`src/hw/rtl/line_follow_pid_steering_assert.svh`:
```
// Assertion macros used by the steering block controller
`ifndef LINE_FOLLOW_PID_STEERING_ASSERT_SVH
`define LINE_FOLLOW_PID_STEERING_ASSERT_SVH

// Same-cycle implication, disabled while reset is held
`define LFPS_ASSERT_IMPL(label, clk, rst_n, ante, cons, msg) \
    label: assert property (@(posedge clk) disable iff (!rst_n) (ante) |-> (cons)) \
        else $error(msg);

// Next-cycle implication, disabled while reset is held
`define LFPS_ASSERT_NEXT(label, clk, rst_n, ante, cons, msg) \
    label: assert property (@(posedge clk) disable iff (!rst_n) (ante) |=> (cons)) \
        else $error(msg);

`endif

```
`src/hw/rtl/lfps_pkg.sv`:
```
// Types and constants of the line-follower steering block
`default_nettype none

package lfps_pkg;

    localparam int SENSOR_W   = 8;
    localparam int N_SENSORS  = 5;
    localparam int CFG_IDX_W  = 3;
    localparam int CFG_DATA_W = 24;
    localparam int GAIN_W     = 24;
    localparam int SPEED_W    = 16;
    localparam int OFFSET_W   = 12;
    localparam int ERR_W      = 13;
    localparam int DIFF_W     = 14;
    localparam int ESUM_W     = 32;
    localparam int SSUM_W     = 11;
    localparam int DVD_W      = 19;
    localparam int QUOT_W     = 11;
    localparam int DIV_CNT_W  = 5;
    localparam int PROD_W     = 57;
    localparam int ACC_W      = 58;
    localparam int CORR_W     = 16;
    localparam int COUNT_W    = 3;

    localparam logic [DIV_CNT_W-1:0] DIV_LAST   = 5'd18;
    localparam logic [SENSOR_W-1:0]  DARK_LEVEL = 8'd102;
    localparam logic [SPEED_W-1:0]   SPEED_MAX  = 16'hFF00;
    localparam logic [ACC_W-1:0]     RND_HALF   = 58'd32768;

    localparam logic [CFG_IDX_W-1:0] CFG_KP_GAIN    = 3'd0;
    localparam logic [CFG_IDX_W-1:0] CFG_KI_DT_GAIN = 3'd1;
    localparam logic [CFG_IDX_W-1:0] CFG_KD_DT_GAIN = 3'd2;
    localparam logic [CFG_IDX_W-1:0] CFG_BASE_SPEED = 3'd3;
    localparam logic [CFG_IDX_W-1:0] CFG_SET_POINT  = 3'd4;
    localparam logic [CFG_IDX_W-1:0] CFG_BAND_HIGH  = 3'd5;
    localparam logic [CFG_IDX_W-1:0] CFG_BAND_LOW   = 3'd6;

    localparam logic [GAIN_W-1:0]   RST_KP_GAIN    = 24'd78643;
    localparam logic [GAIN_W-1:0]   RST_KI_DT_GAIN = 24'd26;
    localparam logic [GAIN_W-1:0]   RST_KD_DT_GAIN = 24'd78643;
    localparam logic [SPEED_W-1:0]  RST_BASE_SPEED = 16'd1280;
    localparam logic [OFFSET_W-1:0] RST_SET_POINT  = 12'd0;
    localparam logic [SENSOR_W-1:0] RST_BAND_HIGH  = 8'd128;
    localparam logic [SENSOR_W-1:0] RST_BAND_LOW   = 8'd51;

    typedef enum logic [2:0] {
        ST_IDLE,
        ST_DIV,
        ST_ERR,
        ST_MUL,
        ST_ACC,
        ST_RND,
        ST_FIN
    } t_state;

    typedef enum logic [1:0] {
        MUL_P,
        MUL_I,
        MUL_D
    } t_mul_sel;

    typedef struct packed {
        logic     load;
        logic     div_step;
        logic     err_upd;
        logic     mul_en;
        t_mul_sel mul_sel;
        logic     acc_en;
        logic     rnd;
        logic     out_load;
    } t_cmd;

    typedef struct packed {
        logic div_last;
    } t_sts;

endpackage

`default_nettype wire

```
`src/hw/rtl/lfps_ctrl.sv`:
```
// Controller: sequences one item through the datapath and owns the handshakes
`default_nettype none
`include "line_follow_pid_steering_assert.svh"

module lfps_ctrl (
    input  wire                   i_clk,
    input  wire                   i_rst_n,
    input  wire                   i_in_valid,
    output logic                  o_in_ready,
    output logic                  o_out_valid,
    input  wire                   i_out_ready,
    output lfps_pkg::t_cmd        o_cmd,
    input  wire lfps_pkg::t_sts   i_sts
);

    lfps_pkg::t_state   r_state, n_state;
    lfps_pkg::t_mul_sel r_mcnt, n_mcnt;
    logic               r_out_valid, n_out_valid;

    always_ff @(posedge i_clk) begin
        if (!i_rst_n) begin
            r_state     <= lfps_pkg::ST_IDLE;
            r_mcnt      <= lfps_pkg::MUL_P;
            r_out_valid <= 1'b0;
        end else begin
            r_state     <= n_state;
            r_mcnt      <= n_mcnt;
            r_out_valid <= n_out_valid;
        end
    end

    always_comb begin
        n_state       = r_state;
        n_mcnt        = r_mcnt;
        o_cmd         = '0;
        o_cmd.mul_sel = r_mcnt;
        unique case (r_state)
            lfps_pkg::ST_IDLE: begin
                if (i_in_valid) begin
                    o_cmd.load = 1'b1;
                    n_state    = lfps_pkg::ST_DIV;
                end
            end
            lfps_pkg::ST_DIV: begin
                o_cmd.div_step = 1'b1;
                if (i_sts.div_last) begin
                    n_state = lfps_pkg::ST_ERR;
                end
            end
            lfps_pkg::ST_ERR: begin
                o_cmd.err_upd = 1'b1;
                n_mcnt        = lfps_pkg::MUL_P;
                n_state       = lfps_pkg::ST_MUL;
            end
            lfps_pkg::ST_MUL: begin
                // fold the previous product while the next one forms
                o_cmd.mul_en = 1'b1;
                o_cmd.acc_en = (r_mcnt != lfps_pkg::MUL_P);
                unique case (r_mcnt)
                    lfps_pkg::MUL_P: n_mcnt = lfps_pkg::MUL_I;
                    lfps_pkg::MUL_I: n_mcnt = lfps_pkg::MUL_D;
                    default: begin
                        n_mcnt  = lfps_pkg::MUL_P;
                        n_state = lfps_pkg::ST_ACC;
                    end
                endcase
            end
            lfps_pkg::ST_ACC: begin
                o_cmd.acc_en = 1'b1;
                n_state      = lfps_pkg::ST_RND;
            end
            lfps_pkg::ST_RND: begin
                o_cmd.rnd = 1'b1;
                n_state   = lfps_pkg::ST_FIN;
            end
            lfps_pkg::ST_FIN: begin
                // hold until the output register is free
                if (!r_out_valid || i_out_ready) begin
                    o_cmd.out_load = 1'b1;
                    n_state        = lfps_pkg::ST_IDLE;
                end
            end
            default: begin
                n_state = lfps_pkg::ST_IDLE;
            end
        endcase
    end

    always_comb begin
        if (o_cmd.out_load) begin
            n_out_valid = 1'b1;
        end else if (i_out_ready) begin
            n_out_valid = 1'b0;
        end else begin
            n_out_valid = r_out_valid;
        end
    end

    assign o_in_ready  = (r_state == lfps_pkg::ST_IDLE);
    assign o_out_valid = r_out_valid;

    `LFPS_ASSERT_NEXT(a_accept_starts_div, i_clk, i_rst_n, i_in_valid && o_in_ready, r_state == lfps_pkg::ST_DIV, "accepted item did not start the division")
    `LFPS_ASSERT_IMPL(a_no_overwrite, i_clk, i_rst_n, o_cmd.out_load, !r_out_valid || i_out_ready, "result register overwritten while still held")
    `LFPS_ASSERT_NEXT(a_div_to_err, i_clk, i_rst_n, r_state == lfps_pkg::ST_DIV && i_sts.div_last, r_state == lfps_pkg::ST_ERR, "division did not end after its last step")
    `LFPS_ASSERT_IMPL(a_busy_not_ready, i_clk, i_rst_n, r_state != lfps_pkg::ST_IDLE, !o_in_ready, "item channel ready while an item is in work")

endmodule

`default_nettype wire

```
`config.mk`:
```
export PLATFORM = sky130hd
export DESIGN_NAME = lfps_ctrl
export DESIGN_NICKNAME = d
export VERILOG_FILES = /design/src/hw/rtl/lfps_pkg.sv /design/src/hw/rtl/lfps_ctrl.sv
export VERILOG_INCLUDE_DIRS = /design/src /design/src/hw/rtl
export SDC_FILE = /design/constraint.sdc
export NUM_CORES = 1
export LEC_CHECK = 0
export BUFFER_PORTS_ARGS = -buffer_cell sky130_fd_sc_hd__buf_4
export CORE_AREA = 2 2 39 41
export DETAILED_ROUTE_END_ITERATION = 6
export DIE_AREA = 0 0 41 43
export GPL_TIMING_DRIVEN = 0
export PLACE_DENSITY_LB_ADDON = 0.05
export SYNTH_ARGS = -nofsm -noshare
export SYNTH_HDL_FRONTEND = slang
export SYNTH_SLANG_ARGS = --single-unit
```
`constraint.sdc`:
```
create_clock -name i_clk -period 1.35 [get_ports i_clk]
set_input_delay 0.0675 -clock i_clk [delete_from_list [all_inputs] [get_ports i_clk]]
set_output_delay 0.0675 -clock i_clk [all_outputs]
set_load 0.05 [all_outputs]
```
**Word-level counts from Yosys, hierarchy flattened**

Cells that the tools add are included.

- Flip-flop bits (word level): 6
- Output and inout bits: 11
- Input bits: 5

- Muxes and demuxes: 18
- Reduce and logical (&&, ||, !) cells: 9
- Equality and inequality tests: 11

Operator list:

| kind | count |
|---|---|
| 3-bit one-hot mux with 7 select lines | 1 |
| 3-bit 2-to-1 mux | 4 |
| 1-bit 2-to-1 mux | 10 |
| 3-bit equality test (second input constant) | 3 |
| 2-bit inequality test (second input constant) | 4 |
| 2-bit one-hot mux with 2 select lines | 2 |
| 3-bit by 2-bit equality test with 1-bit output (second input constant) | 2 |
| 2-bit nonzero test | 3 |
| 4-bit AND reduction | 1 |
| 3-bit by 1-bit equality test with 1-bit output (second input constant) | 1 |
| 3-bit logical NOT | 1 |
| 2-bit by 1-bit equality test with 1-bit output (second input constant) | 1 |
| 2-bit logical NOT | 1 |
| 1-bit one-hot mux with 2 select lines | 1 |
| 2-bit OR reduction | 1 |
| 1-bit logical NOT | 1 |
| 1-bit logical OR | 1 |

**Depth between registers and ports, before layout**

Gate-level depths: netlist (run 1).

- Depth in word-level cells: 5
- Mapped depth: 4
- Gate-level depth less buffers: 3

**Worst setup path after synthesis (run 1)**

Ideal clock, no wire load.

- Path kind: register to output
- From: register r_state[0]
- To: output o_cmd[8] (netlist bit)
- Required time: 1.283 ns
- Stages on the path, launching flop included: 4
- Arrival time: 1.740 ns
- Path slack: -0.458 ns
- Path buffers: 1
- Path through: dfxtp_1 buf_2 nor3_2 and2_1

RTL lines:

| element | line | text |
|---|---|---|
| start, declared | lfps_ctrl.sv:16 | `lfps_pkg::t_state r_state, n_state;` |
| start signal, assigned | lfps_ctrl.sv:22 | `r_state <= lfps_pkg::ST_IDLE;` |
| start signal, assigned | lfps_ctrl.sv:26 | `r_state <= n_state;` |
| end, declared | lfps_ctrl.sv:12 | `output lfps_pkg::t_cmd o_cmd,` |

==> results of run 1 <==
[metal layers]
metal	share of wire (%)	global-route usage, %	vias to the layer above
li1	-	-	199
met1	45	15.5	169
met2	49	15.6	10
met3	5.6	3.14	0
met4	0	8.00	0
met5	0	0	-
[cells by family after synthesis]
family,after synthesis
AND/OR/NAND/NOR,19
buffers and inverters,7
flip-flops,6
AO/OA/AOI/OAI,13
[registers in the layout (all words and copies together) (netlist names)]
name / cells
o_out_valid: 1
r_mcnt: 2
r_state: 3
[power groups by stage]
stage	clock network, mW	logic, mW	registers (mW)
4_1_cts	0.169	0.146	0.188
2_1_floorplan	0	0.0952	0.193
3_5_place_dp	0	0.136	0.191
3_3_place_gp	0	0.137	0.191
5_1_grt	0.186	0.161	0.188
6_report	0.163	0.151	0.188
[Yosys cell counts, drive strengths merged]
cell and number:
nor3b 1, and3b 1, o211ai 1, nand2b 3
a31o 1, o21a 1, o311a 1, and2 2
dfxtp 6, nor2b 2, nor2 3, o21ai 4
nand3b 1, a211o 1, a21boi 2, nand2 3
and3 1, buf 5, a22oi 1, nor3 2
a221oi 1, inv 2
[cell type report]
cell class	count	area, µm²
Tap cell	16	20.0
Fill cell	139	788
Sequential cell	6	123
Buffer	4	37.5
Inverter	2	7.51
Timing Repair Buffer	18	154
Clock buffer	3	22.5
Multi-Input combinational cell	32	231
[through the flow]
step                      worst slack (ps)  cells  hold slack, ps  setup TNS, ps
after floorplan                       -218     45             189           -330
after global placement                 131     76             336              0
after detailed placement               156     76             336              0
after CTS                             16.5     81            78.4              0
after global routing                  3.04     81            80.3              0
final                                 68.4     81            83.0              0
[worst min-delay path: stages]
cell      delay, ps
buf_4           110
inv_1            50
a221oi_2         50
[how the worst min path moves through the flow]
stage | from | endpoint | slack, ps | cells after the start
after floorplan | i_rst_n | o_out_valid | 190 | 1
after global placement | i_in_valid | r_state[0] | 340 | 3
after detailed placement | i_in_valid | r_state[0] | 340 | 3
after CTS | i_in_valid | r_state[0] | 80 | 3
after global routing | i_in_valid | r_state[0] | 80 | 3
final | i_in_valid | r_state[0] | 80 | 3
[timing repair]
action	4_1_cts	5_1_grt
endpoints found under the setup margin	3	4
pin swaps	1	1
endpoints found under the hold margin	0	0
setup buffers	2	1
resized for setup	7	6
==> results.ini, run 1 <==
[final_layout]
nets=72
area_delta_synth_final_pct=59.7
finish.utilization_pct=43.0
layout-drive-gt1-share_pct=50.8
final_common_cell=buf_4
antenna_cells=0
final_area_um2=596
layout_common_cells=16 x buf_4, 5 x buf_6, 4 x dfxtp_1

[pwr]
combPwrFrac_pct=30.0
p_int_mw=0.347
switchingPower_mw=0.154
clkPwrFrac_pct=32.5
p_per_area_mw_per_mm2=842
irDropWorstVdd_v=0.000409
switching_share_pct=30.8
power_leakage_nw=0.271
seqPwrFrac_pct=37.5
total_power_mw=0.502

[critical_path]
rrSetupSlack_ps=180
r2r-start=r_state[1]
r2r_end=r_state[0]
cp-start-kind=flip-flop
slowest_stage=dfxtp_2
cp_data_required_time_ps=1280
path_cells=buf_6, nor3_4, and2_1, buf_6
critPathMostFrequentCell=buf_6
critPathMaxStageDelay_ps=320
ff2ff_path_depth=4
cp_top_family=simple AND/OR/NAND/NOR gates
endpoint_kind=primary output
critical_path_arrival_ps=1210
crit_end=o_cmd[8]
crit_buf_inv=2
cp.depth=4
crit_start=r_state[1]
cp_max_fo=8
worst-setup-path-type=flip-flop to primary output

[sta]
skew_ps=5.33
finalSetupViolCount=0
max_freq_ghz=0.780
post-route-period-util_pct=94.9
tightestPinTransition_ps=246
finalCriticalPeriod_ps=1280
final-hold-violation-count=0
rsz0062_at_grt=no
relSlewSlack_pct=83.6
drv_slew=0

[yosys]
avgSynthCellArea_um2=8.29
synth_top_area_share_pct=32.2
synth_top_family_by_area=simple AND/OR/NAND/NOR gates
synth.area.top_cells=dfxtp_1 32%, o21ai_0 5.4%, nand2b_1 5.0%, buf_2 4.0%, a21boi_0 4.0%
yosysSeqAreaShare_pct=32.2
synth_compound_area_share_pct=26.8
synth_area_um2=373
synth-warning-count=0
synth_cells=45
synth-simple-area-share_pct=29.9
synth.ff_latch_count=6
synth_xor_area_share_pct=0
synth_nets=50
synth_largest_area_cell=dfxtp_1
synth_mux_area_share_pct=0
yosysUniqueCellTypes=25
synthAdderAreaFrac_pct=0

[floorplanning]
core_mm2=0.00138
pin_count=16
die_h_um=43
rows=14
die_width_um=41
initial_core_util_pct=26.9
dieArea_mm2=0.00176

[outcome]
status=finished, final reports clean

[drt]
wirelength_um=838
drc=0
antenna_left=0
firstDrtPassIters=2
vias_per_cell=4.67
vias=378
routedWlPerCell_um=10.3
drtIter0Drc=2

[job]
drv_cap=0

[clock_network]
cts_sinks=6
cts-root-buf=clkbuf_4
clk_pin_slew_worst_paths_ps=50
clk_latency_ps=240
htreeDepth=1
clk_path_buf_depth=2
tritoncts=done
cts_buffers=3
cts_hold_buf=0

[grt]
grt-ovfl-total=0
grt_pass1_wl_mm=1.37
grt_usage_pct=11.7
antenna_found_initial=0
grt_max_degree=11
grt_pass1_vias=326

[hold_path]
hp-class=input pin to flip-flop

[place]
finalWeightedCongestion=0.670
io_buffers=15
place_area_um2=517

Power figures use the tool's default switching activity.
==> run 2, diff against run 1 <==
Settings changed: BUFFER_PORTS_ARGS -buffer_cell sky130_fd_sc_hd__buf_4 to not set, DONT_BUFFER_PORTS set to 1.
Clock period 1.35 ns to 1.15 ns, I/O delays scaled along.
==> results.ini, run 2 (same netlist as run 1, synthesis figures left out) <==
[critical_path]
r2r_end=r_state[1]  ; was r_state[0]
cp_max_fo=3  ; was 8
cp_data_required_time_ps=1090  ; was 1280 ps
cp-start-kind=flip-flop  ; unchanged
r2r-start=r_state[0]  ; was r_state[1]
worst-setup-path-type=flip-flop to primary output  ; unchanged
rrSetupSlack_ps=-200  ; was 180 ps
critical_path_arrival_ps=1550  ; was 1210 ps
endpoint_kind=primary output  ; unchanged
ff2ff_path_depth=8  ; was 4

[grt]
grt_usage_pct=15.5  ; was 11.7%
grt_pass1_vias=374  ; was 326
grt_max_degree=11  ; unchanged
grt_pass1_wl_mm=1.74  ; was 1.37 mm
grt-ovfl-total=0  ; unchanged
antenna_found_initial=0  ; unchanged

[clock_network]
cts_buffers=3  ; unchanged
htreeDepth=1  ; unchanged
clk_pin_slew_worst_paths_ps=50  ; about the same
cts_sinks=6  ; unchanged
tritoncts=done  ; unchanged
clk_path_buf_depth=2  ; unchanged
clk_latency_ps=240  ; about the same
cts-root-buf=clkbuf_4  ; unchanged

[floorplanning]
rows=14  ; unchanged
core_mm2=0.00138  ; unchanged
initial_core_util_pct=26.9  ; unchanged
dieArea_mm2=0.00176  ; unchanged
pin_count=16  ; unchanged
die_width_um=41  ; unchanged
die_h_um=43  ; unchanged

[drt]
routedWlPerCell_um=14.5  ; was 10.3 µm
vias=388  ; was 378
antenna_left=0  ; unchanged
wirelength_mm=1.12  ; was 838 µm
drc=0  ; unchanged
drtIter0Drc=4  ; was 2
firstDrtPassIters=2  ; unchanged
vias_per_cell=5.04  ; was 4.67

[final_layout]
layout-drive-gt1-share_pct=65.6  ; was 50.8%
final_cell_count_no_fill=77  ; was 81
largest_reg_flops=3  ; unchanged
antenna_cells=0  ; unchanged
final_area_um2=682  ; was 596 µm²
largest-register=r_state  ; unchanged
area_delta_synth_final_pct=82.9  ; was 59.7%
final_common_cell=buf_6  ; was buf_4
nets=68  ; was 72
layout_common_cells=11 x buf_6, 5 x dfxtp_2, 4 x buf_4, 3 x clkbuf_4  ; was 16 x buf_4, 5 x buf_6, 4 x dfxtp_1

[sta]
max_freq_ghz=0.623
finalCriticalPeriod_ps=1610
relSlewSlack_pct=59.8  ; was 83.6%
rsz0062_at_grt=yes  ; was no
drv_slew=0  ; unchanged
finalSetupViolCount=10  ; was 0
skew_ps=2.53  ; was 5.33 ps
post-route-period-util_pct=140
final-hold-violation-count=0  ; unchanged
whs_ps=40.6  ; was 83.0 ps
tightestPinTransition_ps=601  ; was 246 ps
setup_slack_ps=-456  ; was 68.4 ps

[job]
drv_cap=0  ; unchanged

[place]
place_area_um2=420  ; was 517 µm²
io_buffers=0  ; was 15
finalWeightedCongestion=0.647  ; was 0.670
placed_cells=61  ; was 76
hpwl_um=653

[outcome]
status=complete, but fails checks  ; was finished, final reports clean
violations=setup timing

[pwr]
irDropWorstVdd_v=0.000568  ; was 0.000409 V
total_power_mw=0.635  ; was 0.502 mW
power_leakage_nw=0.280  ; was 0.271 nW
p_per_area_mw_per_mm2=932  ; was 842 mW/mm²

[hold_path]
whs_path_depth=2  ; was 3
hold_start=i_rst_n  ; was i_in_valid
hold_path_end=r_state[1]  ; was r_state[0]
hp-class=input pin to flip-flop  ; unchanged

==> run 2: cell count changes in the layout (fill, tap and decap cells not counted), moves of 3 or more <==
cell | before | now
buf_6 | 5 | 11
dfxtp_1 | 4 | 1
buf_4 | 16 | 4
dfxtp_2 | 2 | 5
==> run 2: worst max path at each step <==
stage / from / cells after the start / endpoint / slack [ps]
2_1_floorplan: r_state[1] / 3 / o_cmd[8] / -220
3_3_place_gp: r_state[0] / 3 / o_cmd[8] / -260
4_1_cts: r_state[0] / 3 / o_cmd[8] / -480
5_1_grt: r_state[0] / 3 / o_cmd[8] / -510
3_5_place_dp: r_state[0] / 3 / o_cmd[8] / -270
6_report: r_state[0] / 3 / o_cmd[8] / -460
==> run 2: metal layers <==
| layer | routed length [µm] | up-vias | track usage, % |
|---|---|---|---|
| met5 | 0 | - | 0 |
| met4 | 9 | 0 | 10.0 |
| li1 | - | 192 | - |
| met1 | 444 | 183 | 19.7 |
| met3 | 69 | 2 | 4.71 |
| met2 | 595 | 11 | 21.6 |
==> run 2: what timing repair did <==
item                                   4_1_cts  5_1_grt
resized for setup                           27       11
setup buffers                                8        3
pin swaps                                    5        5
hold buffers                                 2        0
endpoints found under the hold margin        5        0
setup endpoints to repair                   10       13
==> run 2: metrics by stage <==
step	setup WS, ps	util (%)	TNS, ps
detailed placement	-268	30.4	-1100
floorplan	-216	-	-605
global placement	-263	30.4	-1020
CTS	-480	44.4	-1990
global route	-507	49.3	-2860
finish	-456	49.3	-2320
==> run 2: area by class of cell <==
type	count	area, µm²
fillers	140	702
multi-input cells	32	317
repair buffers	13	133
flip-flops and latches	6	126
plain buffers	5	56.3
clock buffers	3	22.5
well taps	16	20.0
inverters	2	7.51
==> run 2: where the power goes <==
part           switching (mW)  internal [mW]
clock                  0.0748          0.118
combinational           0.119         0.0967
sequential             0.0101          0.217
==> run 2: critical path: stages, from the launching register on <==
cell     delay (ps)
dfxtp_2         320
buf_6           120
nor3_4          530
and2_4          350
==> run 3, diff against run 2 <==
Settings changed: SETUP_SLACK_MARGIN set to 0.1, SKIP_LAST_GASP set to 1.
==> results.ini, run 3 (same netlist as run 1, synthesis figures left out) <==
[pwr]
p_per_area_mw_per_mm2=965  ; was 932 mW/mm²
p_int_mw=0.428  ; was 0.431 mW
clkPwrFrac_pct=31.3  ; was 30.4%
combPwrFrac_pct=33.4  ; was 34.0%
switchingPower_mw=0.213  ; was 0.204 mW
power_leakage_nw=0.261  ; was 0.280 nW
seqPwrFrac_pct=35.3  ; was 35.7%
irDropWorstVdd_v=0.000355  ; was 0.000568 V
switching_share_pct=33.2  ; was 32.1%

[hold_path]
hold_start=i_rst_n  ; unchanged
hp-class=input pin to flip-flop  ; unchanged

[critical_path]
cp_data_required_time_ps=1090  ; about the same
r2r-start=r_state[0]  ; unchanged
rrSetupSlack_ps=-120  ; was -200 ps
worst-setup-path-type=flip-flop to primary output  ; unchanged
cp_max_fo=3  ; unchanged
endpoint_kind=primary output  ; unchanged
cp-start-kind=flip-flop  ; unchanged
crit_start=r_state[0]  ; unchanged
critical_path_arrival_ps=1560  ; was 1550 ps

[grt]
met3_usage_pct=2.09  ; was 4.71%
grt_max_degree=11  ; unchanged
grt_pass1_wl_mm=1.62  ; was 1.74 mm
grt_usage_pct=14.2  ; was 15.5%
use_met2_pct=22.2  ; was 21.6%
grt-ovfl-total=0  ; unchanged
grt_pass1_vias=382  ; was 374
met1_usage_pct=16.6  ; was 19.7%
antenna_found_initial=0  ; unchanged
grt_busiest_layer=met2  ; unchanged

[clock_network]
clk_latency_ps=240  ; about the same
cts_sinks=6  ; unchanged
clk_path_buf_depth=2  ; unchanged
cts-root-buf=clkbuf_4  ; unchanged
tritoncts=done  ; unchanged
cts_buffers=3  ; unchanged
htreeDepth=1  ; unchanged
clk_pin_slew_worst_paths_ps=50  ; about the same

[floorplanning]
dieArea_mm2=0.00176  ; unchanged
rows=14  ; unchanged
pin_count=16  ; unchanged
core_mm2=0.00138  ; unchanged
die_width_um=41  ; unchanged
die_h_um=43  ; unchanged
initial_core_util_pct=26.9  ; unchanged

[final_layout]
nets=67  ; was 68
final_area_um2=664  ; was 682 µm²
antenna_cells=0  ; unchanged
area_delta_synth_final_pct=78.2  ; was 82.9%
finish.utilization_pct=48.0  ; was 49.3%
layout_common_cells=11 x buf_6, 5 x dfxtp_2, 4 x buf_4, 3 x clkbuf_4  ; unchanged
largest_reg_flops=3  ; unchanged
largest-register=r_state  ; unchanged
layout-drive-gt1-share_pct=66.7  ; was 65.6%
final_common_cell=buf_6  ; unchanged

[place]
place_area_um2=437  ; was 420 µm²
hpwl_um=649  ; was 653 µm
finalWeightedCongestion=0.631  ; was 0.647
io_buffers=0  ; unchanged

[sta]
post-route-period-util_pct=141  ; was 140%
setup-tns-final_ps=-1750  ; was -2320 ps
tightestPinTransition_ps=613  ; was 601 ps
max_freq_ghz=0.617  ; was 0.623 GHz
relSlewSlack_pct=59.0  ; was 59.8%
finalSetupViolCount=10  ; unchanged
rsz0062_at_grt=yes  ; unchanged
finalCriticalPeriod_ps=1620  ; was 1610 ps
setup_slack_ps=-471  ; was -456 ps
drv_slew=0  ; unchanged
skew_ps=3.04  ; was 2.53 ps
final-hold-violation-count=0  ; unchanged

[drt]
drtIter0Drc=6  ; was 4
firstDrtPassIters=3  ; was 2
wirelength_mm=1.06  ; was 1.12 mm
drc=0  ; unchanged
vias=386  ; was 388
vias_per_cell=5.08  ; was 5.04
antenna_left=0  ; unchanged
routedWlPerCell_um=14.0  ; was 14.5 µm

[outcome]
violations=setup timing  ; unchanged
status=complete, but fails checks  ; unchanged

[job]
drv_cap=0  ; unchanged

[run 3: cell count changes in the layout (fill, tap and decap cells not counted)]
cell and change:
inv_2 -1, nand2_2 +1, nand2_4 -1, nor3b_2 +1
buf_8 -1, o21ai_2 +1, o21ai_0 -1, inv_6 +1
nor3b_4 -1
[run 3: power by group through the flow]
stage	combinational [mW]	clock [mW]	sequential, mW
5_1_grt	0.223	0.225	0.227
3_5_place_dp	0.130	0	0.228
6_report	0.214	0.201	0.226
2_1_floorplan	0.120	0	0.227
4_1_cts	0.207	0.217	0.225
3_3_place_gp	0.129	0	0.229
[run 3: path summary, 6_finish.rpt]
path                 to  cells past startpoint
max            o_cmd[8]                      3
min          r_state[1]                      2
max reg2reg  r_state[0]                      3
min reg2reg   r_mcnt[1]                      2
[run 3: repair_timing]
action	4_1_cts	5_1_grt
endpoints found under the setup margin	10	14
endpoints found under the hold margin	5	0
resized for setup	25	10
hold buffers	2	0
buffers inserted	9	3
pin swaps	9	6
[run 3: through the flow]
step           worst slack [ps]  power [mW]  hold slack [ps]  cells
4_1_cts                    -476       0.649             30.4     75
2_1_floorplan              -216       0.348              179     45
5_1_grt                    -508       0.674             50.9     76
3_3_place_gp               -265       0.358              181     61
6_report                   -471       0.641             46.4     76
3_5_place_dp               -264       0.359              186     61
[run 3: metal layers]
metal | vias to the layer above | routed length, µm
met3 | 2 | 46
met2 | 12 | 584
met1 | 182 | 417
met4 | 0 | 14
li1 | 190 | -
met5 | - | 0
[run 3: final cells by class]
| type | instances | area [µm²] |
|---|---|---|
| fill | 139 | 719 |
| multi-input combinational | 32 | 309 |
| sequential | 6 | 126 |
| timing repair buffer | 12 | 118 |
| buffer | 5 | 56.3 |
| clock buffer | 3 | 22.5 |
| tap | 16 | 20.0 |
| inverter | 2 | 12.5 |
[run 3: critical path, stage by stage (launching register included)]
cell     delay, ps
dfxtp_2        320
buf_6          120
nor3_4         530
and2_4         350
